## config.mk

```make
export PLATFORM = sky130hd
export DESIGN_NAME = tlg_cfg_regs
export DESIGN_NICKNAME = d
export VERILOG_FILES = /design/src/rtl/tlg_pkg.sv /design/src/rtl/tlg_cfg_regs.sv
export SDC_FILE = /design/constraint.sdc
export NUM_CORES = 1
export LEC_CHECK = 0
export BUFFER_PORTS_ARGS = -buffer_cell sky130_fd_sc_hd__clkbuf_2
export CAP_MARGIN = 10
export CORE_UTILIZATION = 50
export DETAILED_ROUTE_END_ITERATION = 8
export GPL_TIMING_DRIVEN = 1
export PLACE_DENSITY = 0.81
export RECOVER_POWER = 50
export SYNTH_ARGS = -nofsm -noshare
export SYNTH_HDL_FRONTEND = slang
export SYNTH_SLANG_ARGS = --single-unit
```

## constraint.sdc

```tcl
create_clock -name i_clk -period 2.9 [get_ports i_clk]
set_clock_uncertainty 0.05 [all_clocks]
set_input_delay 0.58 -clock i_clk [delete_from_list [all_inputs] [get_ports i_clk]]
set_output_delay 0.58 -clock i_clk [all_outputs]
set_load 0.02 [all_outputs]
```

## src/rtl/tlg_pkg.sv

```systemverilog
package tlg_pkg;

    localparam int GAIN_W   = 24;
    localparam int COUNT_W  = 17;
    localparam int DEPTH_W  = 23;
    localparam int PERIOD_W = 16;
    localparam int PHASE_W  = 32;
    localparam int ROM_W    = 31;
    localparam int ACC_W    = 31;
    localparam int PADDR_W  = 5;
    localparam int PDATA_W  = 32;

    localparam logic [GAIN_W-1:0] GAIN_HALF = 24'h800000;

    // floor(x / 100) as (x * DIV100_MUL) >> DIV100_SHIFT, exact for x < 2^32
    localparam logic [31:0] DIV100_MUL   = 32'd2748779070;
    localparam int          DIV100_SHIFT = 38;
    localparam logic [6:0]  SMOOTH_KEEP  = 7'd99;

    localparam longint unsigned Q30_ONE     = 64'h40000000;
    localparam longint unsigned HALF_PI_Q30 = 64'd1686629713;

    typedef enum logic [1:0] {
        MODE_SINE     = 2'd0,
        MODE_SQUARE   = 2'd1,
        MODE_TRIANGLE = 2'd2,
        MODE_RAMP     = 2'd3
    } t_lfo_mode;

    typedef enum logic [2:0] {
        REG_MODE   = 3'd0,
        REG_DEPTH  = 3'd1,
        REG_PERIOD = 3'd2,
        REG_RAMP   = 3'd3,
        REG_PHASE  = 3'd4
    } t_reg_idx;

    localparam t_lfo_mode            RST_MODE   = MODE_SINE;
    localparam logic [DEPTH_W-1:0]   RST_DEPTH  = 23'd5033165;
    localparam logic [PERIOD_W-1:0]  RST_PERIOD = 16'd24000;
    localparam logic [DEPTH_W-1:0]   RST_RAMP   = 23'd419;
    localparam logic [PHASE_W-1:0]   RST_PHASE  = 32'd178957;

    typedef struct packed {
        t_lfo_mode             mode;
        logic [DEPTH_W-1:0]    depth;
        logic [PERIOD_W-1:0]   period;
        logic [DEPTH_W-1:0]    ramp_step;
        logic [PHASE_W-1:0]    phase_step;
    } t_cfg;

    typedef struct packed {
        logic capture;
        logic lfo_step;
        logic div_step;
        logic gain_step;
        logic mult_step;
        logic out_load;
    } t_dp_cmd;

    // quarter-wave sine in q30 for rom entry j, odd taylor series to x^11
    function automatic logic [ROM_W-1:0] sine_q30(input int j, input int shift);
        longint unsigned r;
        longint unsigned x;
        longint unsigned x2;
        longint unsigned t;
        longint unsigned s;
        r  = longint'(j) << shift;
        x  = (r * HALF_PI_Q30) >> 30;
        x2 = (x * x) >> 30;
        t  = Q30_ONE - x2 / 110;
        t  = Q30_ONE - ((x2 * t) >> 30) / 72;
        t  = Q30_ONE - ((x2 * t) >> 30) / 42;
        t  = Q30_ONE - ((x2 * t) >> 30) / 20;
        t  = Q30_ONE - ((x2 * t) >> 30) / 6;
        s  = (x * t) >> 30;
        if (s > Q30_ONE) begin
            s = Q30_ONE;
        end
        return ROM_W'(s);
    endfunction

endpackage

```

## src/rtl/tlg_cfg_regs.sv

```systemverilog
module tlg_cfg_regs (
    input  logic                          i_clk,
    input  logic                          i_rst_n,
    input  logic                          i_psel,
    input  logic                          i_penable,
    input  logic                          i_pwrite,
    input  logic [tlg_pkg::PADDR_W-1:0]   i_paddr,
    input  logic [tlg_pkg::PDATA_W-1:0]   i_pwdata,
    output logic [tlg_pkg::PDATA_W-1:0]   o_prdata,
    output logic                          o_pready,
    output tlg_pkg::t_cfg                 o_cfg,
    output logic                          o_cfg_wr
);

    tlg_pkg::t_cfg    r_cfg;
    tlg_pkg::t_cfg    n_cfg;
    tlg_pkg::t_reg_idx w_idx;
    logic             w_wr;
    logic             w_known;

    assign o_pready = 1'b1;
    assign w_idx    = tlg_pkg::t_reg_idx'(i_paddr[tlg_pkg::PADDR_W-1:2]);
    assign w_wr     = i_psel & i_penable & i_pwrite;

    always_comb begin
        n_cfg   = r_cfg;
        w_known = 1'b1;
        unique case (w_idx)
            tlg_pkg::REG_MODE:   n_cfg.mode       = tlg_pkg::t_lfo_mode'(i_pwdata[1:0]);
            tlg_pkg::REG_DEPTH:  n_cfg.depth      = i_pwdata[tlg_pkg::DEPTH_W-1:0];
            tlg_pkg::REG_PERIOD: n_cfg.period     = i_pwdata[tlg_pkg::PERIOD_W-1:0];
            tlg_pkg::REG_RAMP:   n_cfg.ramp_step  = i_pwdata[tlg_pkg::DEPTH_W-1:0];
            tlg_pkg::REG_PHASE:  n_cfg.phase_step = i_pwdata[tlg_pkg::PHASE_W-1:0];
            default:             w_known          = 1'b0;
        endcase
    end

    // writes to unused addresses leave everything alone, gain included
    assign o_cfg_wr = w_wr & w_known;

    always_ff @(posedge i_clk) begin
        if (!i_rst_n) begin
            r_cfg.mode       <= tlg_pkg::RST_MODE;
            r_cfg.depth      <= tlg_pkg::RST_DEPTH;
            r_cfg.period     <= tlg_pkg::RST_PERIOD;
            r_cfg.ramp_step  <= tlg_pkg::RST_RAMP;
            r_cfg.phase_step <= tlg_pkg::RST_PHASE;
        end else if (o_cfg_wr) begin
            r_cfg <= n_cfg;
        end
    end

    always_comb begin
        unique case (w_idx)
            tlg_pkg::REG_MODE:   o_prdata = tlg_pkg::PDATA_W'(r_cfg.mode);
            tlg_pkg::REG_DEPTH:  o_prdata = tlg_pkg::PDATA_W'(r_cfg.depth);
            tlg_pkg::REG_PERIOD: o_prdata = tlg_pkg::PDATA_W'(r_cfg.period);
            tlg_pkg::REG_RAMP:   o_prdata = tlg_pkg::PDATA_W'(r_cfg.ramp_step);
            tlg_pkg::REG_PHASE:  o_prdata = r_cfg.phase_step;
            default:             o_prdata = '0;
        endcase
    end

    assign o_cfg = r_cfg;

endmodule

```

# After elaboration in Yosys (flattened, before gate mapping)
# Cells that the tools add are included.
[totals]
ff_bits = 96
out_inout_bits = 130
word_cells = 21
[classes]
n_eq_ne = 4
muxes = 2
bitwise_logic = 3
reduce_logical = 7
[ops]
columns = ["cell", "n"]
rows = [
  ["32-bit case mux with 5 select lines", 1],
  ["2-bit AND reduction", 5],
  ["3-bit by 2-bit == test with 1-bit output (second input constant)", 2],
  ["5-bit OR reduction", 1],
  ["1-bit AND", 3],
  ["3-bit by 1-bit == test with 1-bit output (second input constant)", 1],
  ["3-bit == test (second input constant)", 1],
  ["3-bit zero test", 1],
  ["1-bit 2-to-1 mux", 1],
]

# Depth between registers and ports, before layout
[logic_depth]
depth_word = 5
ltp_mapped = 6

# Worst setup path before layout
# OpenSTA, ideal clock, no wires.
[synth_timing]
kind = "input -> output"
from = "in i_paddr[3] (netlist name)"
to = "out o_prdata[10] (netlist name)"
arrival_ns = 1.814
path_slack_ns = 0.456
path_stages = 5
n_path_buf = 3
path_cell_list = "buf_4 buf_2 clkbuf_1 a22oi_1 o21ai_0"
[synth_between]
elab_chain_cells = 2
[synth_lines]
columns = ["item", "line_no", "source"]
rows = [
  ["from (decl)", "tlg_cfg_regs.sv:7", "input logic [tlg_pkg::PADDR_W-1:0] i_paddr,"],
  ["3-bit == test, or another cell as far along", "tlg_cfg_regs.sv:54", "unique case (w_idx)"],
  ["32-bit case mux with 5 select lines (*)", "tlg_cfg_regs.sv:54", ""],
  ["to (decl)", "tlg_cfg_regs.sv:9", "output logic [tlg_pkg::PDATA_W-1:0] o_prdata,"],
]
# Every way passes the cells marked *; elsewhere a longest branch is shown, timed or not.

# Final worst setup path
[layout_timing]
from = "in i_paddr[4] (netlist name)"
to = "out o_prdata[18] (netlist name)"
# Same word-level chain as after synthesis.

==> reports/metrics.yaml <==
status:
  run_status: "completed"
timing:
  maxSlewViolCount: 0
  setup_viol: 0
  tightest_slew_ps: 1200
  hold_ws_ps: 400
  max_slew_margin: 0.198
  timing.final.crit_share: 0.910
  fin_ws_ps: 262
  rsz0062_at_grt: "no"
  fmax_mhz: 379
  fin_crit_ps: 2640
  hold_viol_final: 0
  fin_tns_setup_ps: 0
cells_and_area:
  area_delta_synth_final_pct: 21.0
  fin_area_um2: 5520
  fin_nets: 697
  nFillCells: 812
  layout-drive-gt1-share: 0.189
  mostFrequentLayoutCell: "nand2_1"
  layout_common_cells: "nand2_1, mux2i_1, clkbuf_1"
  largest_reg_flops: 96
  antennaDiodeCount: 0
worst_setup_path:
  reg2reg_depth: 2
  r2r_setup_slack_ps: 2130
  reg2reg_to: "o_cfg[8]"
  critPathMaxFanout: 16
  cp.arrival_ps: 2010
  critPathLaunchType: "input port"
  critical_path_class: "input port to primary output"
  endpoint_kind: "primary output"
  worstPathRequired_ps: 2270
  r2r_start: "o_cfg[8]"
clock_tree:
  numCtsBuffers: 9
  cts_max_level: 3
  cts_hold_buf: 0
  cts.sinks: 96
  clockBufferDepth: 2
  cts_setup_buffers: 0
  post_cts_resized: 0
  path_clk_slew_ps: 90
  cts_root_buffer: "clkbuf_8"
  tritoncts: "yes"
  clk_latency_ps: 350
power_and_ir_drop:
  p_seq_frac: 0.558
  combPwrFrac: 0.114
  p_int_mw: 1.76
  switching_share: 0.264
  p_leak_nw: 2.35
  p_clk_frac: 0.328
  p_total_mw: 2.39
  cellPowerDensity_nw_per_um2: 433
  switchingPower_mw: 0.631
  ir_drop_uv: 227
logic_synthesis:
  synth_fp_nets: 541
  synthDistinctLibCells: 31
  syn-cell-area_um2: 4560
  syn_inst: 499
  yosysWarnings: 0
  ys_ff_latch: 96
  synth.avg_cell_area_um2: 9.15
  synth_seq_area_share: 0.421
detailed_routing:
  vias_per_cell: 5.48
  drt-total-wl_um: 12700
  vias: 4209
  drt_iter0_markers: 237
  ant_nets: 0
  highest_layer: "met4"
  met3_length_um: 663
  first_pass_iters: 5
  drc: 0
  drt-met1-wl_um: 5320
  dr_wl_met2_um: 6270
  avgRoutedWirePerCell_um: 16.6
place:
  hpwl_um: 9270
  port_buffers: 168
  place_area_um2: 5500
  place_ws_ps: 260
  gp_congestion: 0.779
floorplanning:
  die_w_um: 97.5
  start_util: 0.521
  fp.coreArea_um2: 8760
  die_area_um2: 9520
  io_pins: 172
  die_h_um: 97.5
  fp-row-count: 34
job:
  maxCapViolCount: 0
grt:
  grt_pass1_wl_um: 20500
  grt_start_max_net_pins: 80
  track_usage: 0.265
  grt_pass1_vias: 4178
  overflow: 0
  antenna_found_initial: 0
min_path:
  hold_depth: 3
  holdPathEnd: "o_cfg[23]"
  hp-start: "i_pwdata[23]"
  worstHoldPathType: "input port to flop"
==> worst max-delay path: stages <==
cell and delay [ps]:
clkbuf_1 340, nand2b_1 660, o21ai_0 220, clkbuf_2 200
==> synth_stat cells <==
| cell type | number | area [um^2] |
|---|---|---|
| nand2b_1 | 1 | 6.26 |
| nand2_1 | 115 | 432 |
| buf_6 | 2 | 22.5 |
| mux2_2 | 14 | 158 |
| nor3_1 | 2 | 10.0 |
| a22oi_1 | 14 | 105 |
| buf_12 | 1 | 20.0 |
| mux2i_1 | 100 | 1000 |
| buf_2 | 8 | 40.0 |
| nand3b_1 | 2 | 15.0 |
| or4_2 | 1 | 8.76 |
| inv_1 | 5 | 18.8 |
| o21ai_0 | 30 | 150 |
| conb_1 | 1 | 3.75 |
| dfxtp_1 | 96 | 1920 |
| o211ai_1 | 7 | 52.6 |
| o21a_1 | 3 | 22.5 |
| and2_1 | 9 | 56.3 |
| o31ai_1 | 2 | 15.0 |
| or4b_4 | 1 | 13.8 |
| nor2_1 | 2 | 7.51 |
| buf_4 | 5 | 37.5 |
| or3_2 | 1 | 7.51 |
| or2_2 | 1 | 6.26 |
| or3_1 | 1 | 6.26 |
| nor3b_1 | 1 | 7.51 |
| nor4b_4 | 1 | 23.8 |
| nand4_1 | 1 | 6.26 |
| nand3_2 | 1 | 10.0 |
| clkbuf_1 | 26 | 97.6 |
| nor2b_1 | 45 | 282 |
==> power by group through the flow <==
stage | logic [mW] | clock network (mW) | registers [mW]
floorplan | 0.164 | 0 | 1.38
global placement | 0.268 | 0 | 1.37
detailed placement | 0.276 | 0 | 1.37
CTS | 0.277 | 0.799 | 1.34
global route | 0.295 | 0.855 | 1.34
finish | 0.273 | 0.784 | 1.34
==> kinds of logic after synthesis <==
kind of cell | Yosys count | share of synthesized area
buf+inv | 47 | 0.0518
flops | 96 | 0.421
compound gates | 56 | 0.0757
simple gates | 185 | 0.197
mux | 114 | 0.254
other cells | 1 | 0.000822
==> final cells by class <==
type,instances,area [um^2],share of cell area
multi-input combinational,356,2400,0.435
clock inverter,5,32.5,0.00589
sequential,96,1920,0.348
timing repair buffer,187,873,0.158
clock buffer,11,141,0.0256
inverter,5,18.8,0.00340
tap,108,135,0.0245
==> layer usage <==
| metal | up-vias | GRT usage |
|---|---|---|
| met1 | 2021 | 0.327 |
| met5 | - | 0 |
| met3 | 38 | 0.0259 |
| met4 | 0 | 0.145 |
| met2 | 162 | 0.453 |
| li1 | 1988 | - |
==> how the worst max path moves through the flow <==
stage	from	end	slack [ps]	depth (start not counted)
3_3_place_gp	i_paddr[2]	o_cfg[83]	280	5
3_5_place_dp	i_paddr[2]	o_cfg[87]	260	5
5_1_grt	i_paddr[4]	o_prdata[18]	170	4
6_report	i_paddr[4]	o_prdata[18]	260	4
4_1_cts	i_paddr[2]	o_prdata[18]	300	5
2_1_floorplan	i_paddr[3]	o_prdata[10]	460	5
==> per-stage QoR <==
stage	util	std cells
final	0.630	768
after global routing	0.630	768
after CTS	0.647	768
after detailed placement	0.627	752
after global placement	0.627	752
after floorplan	-	499
Note: power is estimated with default switching activity, not from simulation.
