$ cat src/rtl/tlg_pkg.sv
package tlg_pkg;

    localparam int GAIN_W   = 24;
    localparam int COUNT_W  = 17;
    localparam int DEPTH_W  = 23;
    localparam int PERIOD_W = 16;
    localparam int PHASE_W  = 32;
    localparam int ROM_W    = 31;
    localparam int ACC_W    = 31;
    localparam int PADDR_W  = 5;
    localparam int PDATA_W  = 32;

    localparam logic [GAIN_W-1:0] GAIN_HALF = 24'h800000;

    // floor(x / 100) as (x * DIV100_MUL) >> DIV100_SHIFT, exact for x < 2^32
    localparam logic [31:0] DIV100_MUL   = 32'd2748779070;
    localparam int          DIV100_SHIFT = 38;
    localparam logic [6:0]  SMOOTH_KEEP  = 7'd99;

    localparam longint unsigned Q30_ONE     = 64'h40000000;
    localparam longint unsigned HALF_PI_Q30 = 64'd1686629713;

    typedef enum logic [1:0] {
        MODE_SINE     = 2'd0,
        MODE_SQUARE   = 2'd1,
        MODE_TRIANGLE = 2'd2,
        MODE_RAMP     = 2'd3
    } t_lfo_mode;

    typedef enum logic [2:0] {
        REG_MODE   = 3'd0,
        REG_DEPTH  = 3'd1,
        REG_PERIOD = 3'd2,
        REG_RAMP   = 3'd3,
        REG_PHASE  = 3'd4
    } t_reg_idx;

    localparam t_lfo_mode            RST_MODE   = MODE_SINE;
    localparam logic [DEPTH_W-1:0]   RST_DEPTH  = 23'd5033165;
    localparam logic [PERIOD_W-1:0]  RST_PERIOD = 16'd24000;
    localparam logic [DEPTH_W-1:0]   RST_RAMP   = 23'd419;
    localparam logic [PHASE_W-1:0]   RST_PHASE  = 32'd178957;

    typedef struct packed {
        t_lfo_mode             mode;
        logic [DEPTH_W-1:0]    depth;
        logic [PERIOD_W-1:0]   period;
        logic [DEPTH_W-1:0]    ramp_step;
        logic [PHASE_W-1:0]    phase_step;
    } t_cfg;

    typedef struct packed {
        logic capture;
        logic lfo_step;
        logic div_step;
        logic gain_step;
        logic mult_step;
        logic out_load;
    } t_dp_cmd;

    // quarter-wave sine in q30 for rom entry j, odd taylor series to x^11
    function automatic logic [ROM_W-1:0] sine_q30(input int j, input int shift);
        longint unsigned r;
        longint unsigned x;
        longint unsigned x2;
        longint unsigned t;
        longint unsigned s;
        r  = longint'(j) << shift;
        x  = (r * HALF_PI_Q30) >> 30;
        x2 = (x * x) >> 30;
        t  = Q30_ONE - x2 / 110;
        t  = Q30_ONE - ((x2 * t) >> 30) / 72;
        t  = Q30_ONE - ((x2 * t) >> 30) / 42;
        t  = Q30_ONE - ((x2 * t) >> 30) / 20;
        t  = Q30_ONE - ((x2 * t) >> 30) / 6;
        s  = (x * t) >> 30;
        if (s > Q30_ONE) begin
            s = Q30_ONE;
        end
        return ROM_W'(s);
    endfunction

endpackage

$ cat src/rtl/tlg_ctrl.sv
module tlg_ctrl (
    input  logic             i_clk,
    input  logic             i_rst_n,
    input  logic             i_s_tvalid,
    output logic             o_s_tready,
    output logic             o_m_tvalid,
    input  logic             i_m_tready,
    output tlg_pkg::t_dp_cmd o_cmd
);

    typedef enum logic [5:0] {
        S_IDLE = 6'b000001,
        S_LFO  = 6'b000010,
        S_DIV  = 6'b000100,
        S_GAIN = 6'b001000,
        S_MULT = 6'b010000,
        S_OUT  = 6'b100000
    } t_state;

    t_state r_state;
    t_state n_state;
    logic   r_out_valid;
    logic   n_out_valid;

    always_comb begin
        n_state     = r_state;
        o_cmd       = '0;
        n_out_valid = r_out_valid & ~i_m_tready;
        unique case (r_state)
            S_IDLE: begin
                if (i_s_tvalid) begin
                    o_cmd.capture = 1'b1;
                    n_state       = S_LFO;
                end
            end
            S_LFO: begin
                o_cmd.lfo_step = 1'b1;
                n_state        = S_DIV;
            end
            S_DIV: begin
                o_cmd.div_step = 1'b1;
                n_state        = S_GAIN;
            end
            S_GAIN: begin
                o_cmd.gain_step = 1'b1;
                n_state         = S_MULT;
            end
            S_MULT: begin
                o_cmd.mult_step = 1'b1;
                n_state         = S_OUT;
            end
            S_OUT: begin
                // wait here only while the previous result is still unclaimed
                if (!r_out_valid || i_m_tready) begin
                    o_cmd.out_load = 1'b1;
                    n_out_valid    = 1'b1;
                    n_state        = S_IDLE;
                end
            end
            default: n_state = S_IDLE;
        endcase
    end

    always_ff @(posedge i_clk) begin
        if (!i_rst_n) begin
            r_state     <= S_IDLE;
            r_out_valid <= 1'b0;
        end else begin
            r_state     <= n_state;
            r_out_valid <= n_out_valid;
        end
    end

    assign o_s_tready = (r_state == S_IDLE);
    assign o_m_tvalid = r_out_valid;

    a_no_overwrite: assert property (@(posedge i_clk) disable iff (!i_rst_n)
        o_cmd.out_load |-> (!r_out_valid || i_m_tready))
        else $error("result register loaded over an untaken result");

    a_fixed_latency: assert property (@(posedge i_clk) disable iff (!i_rst_n)
        o_cmd.capture |-> ##4 o_cmd.mult_step)
        else $error("sample did not reach the multiply step on time");

    a_valid_from_load: assert property (@(posedge i_clk) disable iff (!i_rst_n)
        $rose(o_m_tvalid) |-> $past(o_cmd.out_load))
        else $error("output valid raised without a result load");

    a_busy_no_accept: assert property (@(posedge i_clk) disable iff (!i_rst_n)
        (o_cmd.lfo_step || o_cmd.div_step || o_cmd.gain_step || o_cmd.mult_step)
            |-> !o_s_tready)
        else $error("input ready while a sample is in work");

endmodule

$ cat config.mk
export PLATFORM = sky130hd
export DESIGN_NAME = tlg_ctrl
export DESIGN_NICKNAME = d
export VERILOG_FILES = /design/src/rtl/tlg_pkg.sv /design/src/rtl/tlg_ctrl.sv
export SDC_FILE = /design/constraint.sdc
export NUM_CORES = 1
export LEC_CHECK = 0
export ABC_AREA = 0
export BUFFER_PORTS_ARGS = -buffer_cell sky130_fd_sc_hd__buf_2
export CORE_AREA = 2 2 39 41
export CTS_CLUSTER_DIAMETER = 120
export CTS_CLUSTER_SIZE = 28
export DETAILED_ROUTE_END_ITERATION = 10
export DIE_AREA = 0 0 41 43
export HOLD_SLACK_MARGIN = 0.12
export SYNTH_ARGS = -nofsm -noshare
export SYNTH_HDL_FRONTEND = slang
export SYNTH_SLANG_ARGS = --single-unit
$ cat constraint.sdc
create_clock -name i_clk -period 1.7 [get_ports i_clk]
set_input_delay 0.255 -clock i_clk [delete_from_list [all_inputs] [get_ports i_clk]]
set_output_delay 0.255 -clock i_clk [all_outputs]
set_load 0.05 [all_outputs]
# After elaboration in Yosys (flattened, before gate mapping)

Cells that the tools add are included.

Bitwise logic cells: 2
Mux-type cells: 13
Reduce and logical (&&, ||, !) cells: 3
Eq/ne operators: 8

Operators by type and width:

| kind               | number |
|---|---|
| $pmux 6 s6         | 1 |
| $mux 6             | 2 |
| $mux 1             | 10 |
| $eq 6x1->1 const B | 1 |
| $eq 6x2->1 const B | 1 |
| $eq 6x3->1 const B | 1 |
| $eq 6x4->1 const B | 1 |
| $eq 6x5->1 const B | 1 |
| $eq 6x6->1 const B | 1 |
| $ne 2x2->1 const B | 2 |
| $reduce_and 2->1   | 1 |
| $and 1x1->1        | 1 |
| $logic_not 1->1    | 1 |
| $logic_or 1x1->1   | 1 |
| $not 1->1          | 1 |

Input bits: 4
Flip-flop bits (word level): 7
Logic and storage cells: 28

# Longest topological paths before layout

Word-level depth: 4
Gate-level depth with buffers: 3
Gate-level depth less buffers: 3

# Least setup slack after synthesis

OpenSTA, ideal clock, no wires.

Path type: reg2out
Start: reg r_state[2]
End: out o_cmd[5] (netlist name)
Path slack: -519 ps
Stages on the path, launching flop included: 4
Data arrival time: 1,964 ps
Path through: dfxtp_1 or4_4 nor3b_4 and2_1

RTL lines:

| what                   | line           | text |
|---|---|---|
| from (decl)            | tlg_ctrl.sv:20 | `t_state r_state;` |
| from (signal assigned) | tlg_ctrl.sv:69 | `r_state <= n_state;` |
| to (decl)              | tlg_ctrl.sv:8  | `output tlg_pkg::t_dp_cmd o_cmd` |

==> flow_summary.json <==
{
  "status": "finished, violations left",
  "violations": "setup timing",
  "critPathRequiredTime_ns": 1.44,
  "fillers": 129,
  "hold_path.class": "input pin to flop",
  "clock-sinks": 7,
  "detailed_place_hpwl_um": 721,
  "coreArea_mm2": 0.00138,
  "worst-r2r-cell-count": 9,
  "start_kind": "flop",
  "clock_skew_ns": 0.00340,
  "drive_above_1_share": 0.635,
  "path_buf_inv": 2,
  "path_clk_slew_ns": 0.05,
  "gp_congestion": 0.755,
  "netSwitchingFraction": 0.298,
  "cp_max_fo": 5,
  "cts_hold_buf": 0,
  "regToRegEndpoint": "r_state[3]$_SDFFE_PN0P_",
  "min_delay_worst_endpoint": "r_state[0]$_SDFFE_PN1P_",
  "root_buffer": "clkbuf_4",
  "layout_setup_ws_ns": -0.167,
  "cts_buffer_depth": 2,
  "hp-start": "i_rst_n",
  "seqPwrFrac": 0.354,
  "drt-initial-drc-count": 5,
  "portBuffers": 11,
  "p_switching_uw": 150,
  "areaGrowthSynthToFinish_pct": 89.6,
  "slowest_delay_ns": 0.46,
  "cts_tree": "built",
  "whs_path_depth": 2,
  "final-seq-area_um2": 144,
  "internal_power_uw": 354,
  "synth-seq-cells": 7,
  "die_h_um": 43,
  "p_total_uw": 504,
  "drt-total-wl_mm": 1.19,
  "crit_chain": "buf_4 -> or4_4 -> nor3b_4 -> buf_6",
  "grt_pass1_vias": 427,
  "antenna_found_initial": 0,
  "yosys.area.top_type": "dfxtp_1",
  "cts_buffers": 3,
  "path_class": "flop to output port",
  "finalHoldViolations": 0,
  "multiInputGateArea_um2": 270,
  "initial_core_util": 0.278,
  "io_pins": 12,
  "post-route-period-util": 1.10,
  "std_cell_rows": 14,
  "grt_setup_unrepaired": "yes",
  "rr_startpoint": "r_state[4]$_SDFFE_PN0P_",
  "slew_headroom": 0.773,
  "maxCapViolCount": 0,
  "ys.warnings.count": 0,
  "path_depth": 4,
  "drtPass1Iterations": 4,
  "grt_max_degree": 8,
  "peakVddDrop_mv": 0.388,
  "post_drt_via_cell_ratio": 5.10,
  "syn_inst": 41,
  "diodes": 0,
  "end_kind": "output port",
  "synth.distinct_cells": 25,
  "crit_arrival_ns": 1.61,
  "die_w_um": 41,
  "dieArea_mm2": 0.00176,
  "nNetsFinal": 79,
  "syn-cell-area_um2": 384,
  "drv_slew": 0,
  "num_vias": 459,
  "grt_pass1_wl_mm": 1.93,
  "setup_viol_count_final": 6,
  "p_comb_frac": 0.344,
  "path_delay_family": "simple AND/OR/NAND/NOR gates",
  "htree_levels": 1,
  "clk_latency_ns": 0.25,
  "place_area_um2": 541,
  "synth_area_leaders": "dfxtp_1 36%, nor3b_2 6.5%, and2_1 4.9%",
  "period_minus_slack_ns": 1.87,
  "r2r_setup_slack_ns": -0.15,
  "drc": 0,
  "stdcell_area_um2": 728,
  "p_clk_frac": 0.303,
  "p_leak_nw": 0.340,
  "worstMarginPinSlew_ns": 0.336,
  "syn_avg_cell_area_um2": 9.37,
  "syn_nets": 45,
  "power.density_mw_per_mm2": 692,
  "slowest_stage": "or4_4",
  "ant_nets": 0,
  "synth-seq-area-share": 0.365,
  "track_usage": 0.170,
  "overflow": 0,
  "fmax_mhz": 536,
  "wl_per_cell_um": 13.3,
  "synth_top_area_frac": 0.365
}
worst max-delay path by stage:
| stage | from | end | slack (ns) |
|---|---|---|---|
| after floorplan | r_state[4]$_SDFFE_PN0P_ | o_cmd[5] | -0.36 |
| after global placement | r_state[4]$_SDFFE_PN0P_ | o_cmd[5] | -0.02 |
| after detailed placement | r_state[4]$_SDFFE_PN0P_ | o_cmd[5] | -0.03 |
| after CTS | r_state[4]$_SDFFE_PN0P_ | o_cmd[5] | -0.19 |
| after global routing | r_state[4]$_SDFFE_PN0P_ | o_cmd[5] | -0.21 |
| final | r_state[4]$_SDFFE_PN0P_ | o_cmd[3] | -0.17 |
cell type report:
class                           instances  share of cell area
Multi-Input combinational cell         29               0.371
Inverter                                4              0.0206
Timing Repair Buffer                   30               0.347
Clock buffer                            4              0.0361
Sequential cell                         7               0.198
Tap cell                               16              0.0275
worst reg2reg max path, stage by stage, from the launching register on:
cell,delay [ns]
dfxtp_2,0.32
buf_4,0.15
or4_4,0.46
nor3b_4,0.24
buf_4,0.15
buf_4,0.09
buf_4,0.09
buf_4,0.09
buf_4,0.09
and2_1,0.10
synth_stat cells:
master,instances
dfxtp_1,7
inv_1,4
and2_1,3
nand2b_1,2
nor2_1,2
nor3_1,2
nor3b_2,2
o21ai_0,2
a21oi_1,1
a221oi_1,1
a311oi_1,1
a31o_2,1
and3_1,1
buf_4,1
nand3_1,1
nand3b_1,1
nor2b_1,1
nor3b_1,1
nor3b_4,1
nor4_1,1
nor4bb_1,1
o2111a_1,1
or4_1,1
or4_4,1
xor2_1,1
cells by family after synthesis:
family,count (synthesis),synth area share
flip-flops,7,0.365
AND/OR/NAND/NOR,21,0.417
AO/OA/AOI/OAI,7,0.137
buffers and inverters,5,0.0586
XOR/XNOR,1,0.0228
power by group through the flow:
stage	clock, mW	combinational (mW)	sequential [mW]
2_1_floorplan	0	0.0745	0.184
3_3_place_gp	0	0.120	0.179
3_5_place_dp	0	0.122	0.179
4_1_cts	0.161	0.153	0.177
5_1_grt	0.168	0.184	0.179
6_report	0.153	0.173	0.178
metrics by stage:
| step | util | hold WS, ns | TNS, ns | instances | worst slack [ns] |
|---|---|---|---|---|---|
| final | 0.526 | 0.274 | -0.911 | 90 | -0.167 |
| after detailed placement | 0.391 | 0.495 | -0.0331 | 77 | -0.0331 |
| after floorplan | - | 0.362 | -0.903 | 41 | -0.357 |
| after global placement | 0.391 | 0.480 | -0.0221 | 77 | -0.0221 |
| after CTS | 0.506 | 0.265 | -0.898 | 89 | -0.193 |
| after global routing | 0.526 | 0.285 | -1.29 | 90 | -0.209 |
layout by cell type, fill, tap and decap left out, types with 2 or more instances in the layout:
cell type	Yosys	routed
buf_4	1	19
inv_1	4	4
buf_2	0	4
dfxtp_1	7	4
buf_6	0	4
nor3b_4	1	3
clkbuf_4	0	3
buf_8	0	3
dfxtp_2	0	3
nand2b_1	2	2
or4_4	1	2
and2_1	3	2
o21ai_0	2	2
state kept, by name, indices dropped and copies added (netlist names):
register and flops:
r_state 6, o_m_tvalid 1
metal layers:
metal	GRT usage	routed length, um	vias up
met5	0	0	-
met4	0.147	48	0
met3	0.0314	56	6
met2	0.234	599	23
met1	0.213	488	209
li1	-	-	221
repair_timing:
item,in CTS,in global routing
endpoints found under the setup margin,7,9
endpoints found under the hold margin,0,0
pin swaps,2,3
setup buffers,8,1
resized for setup,19,7
No activity file was read; power rests on OpenSTA's default activity.
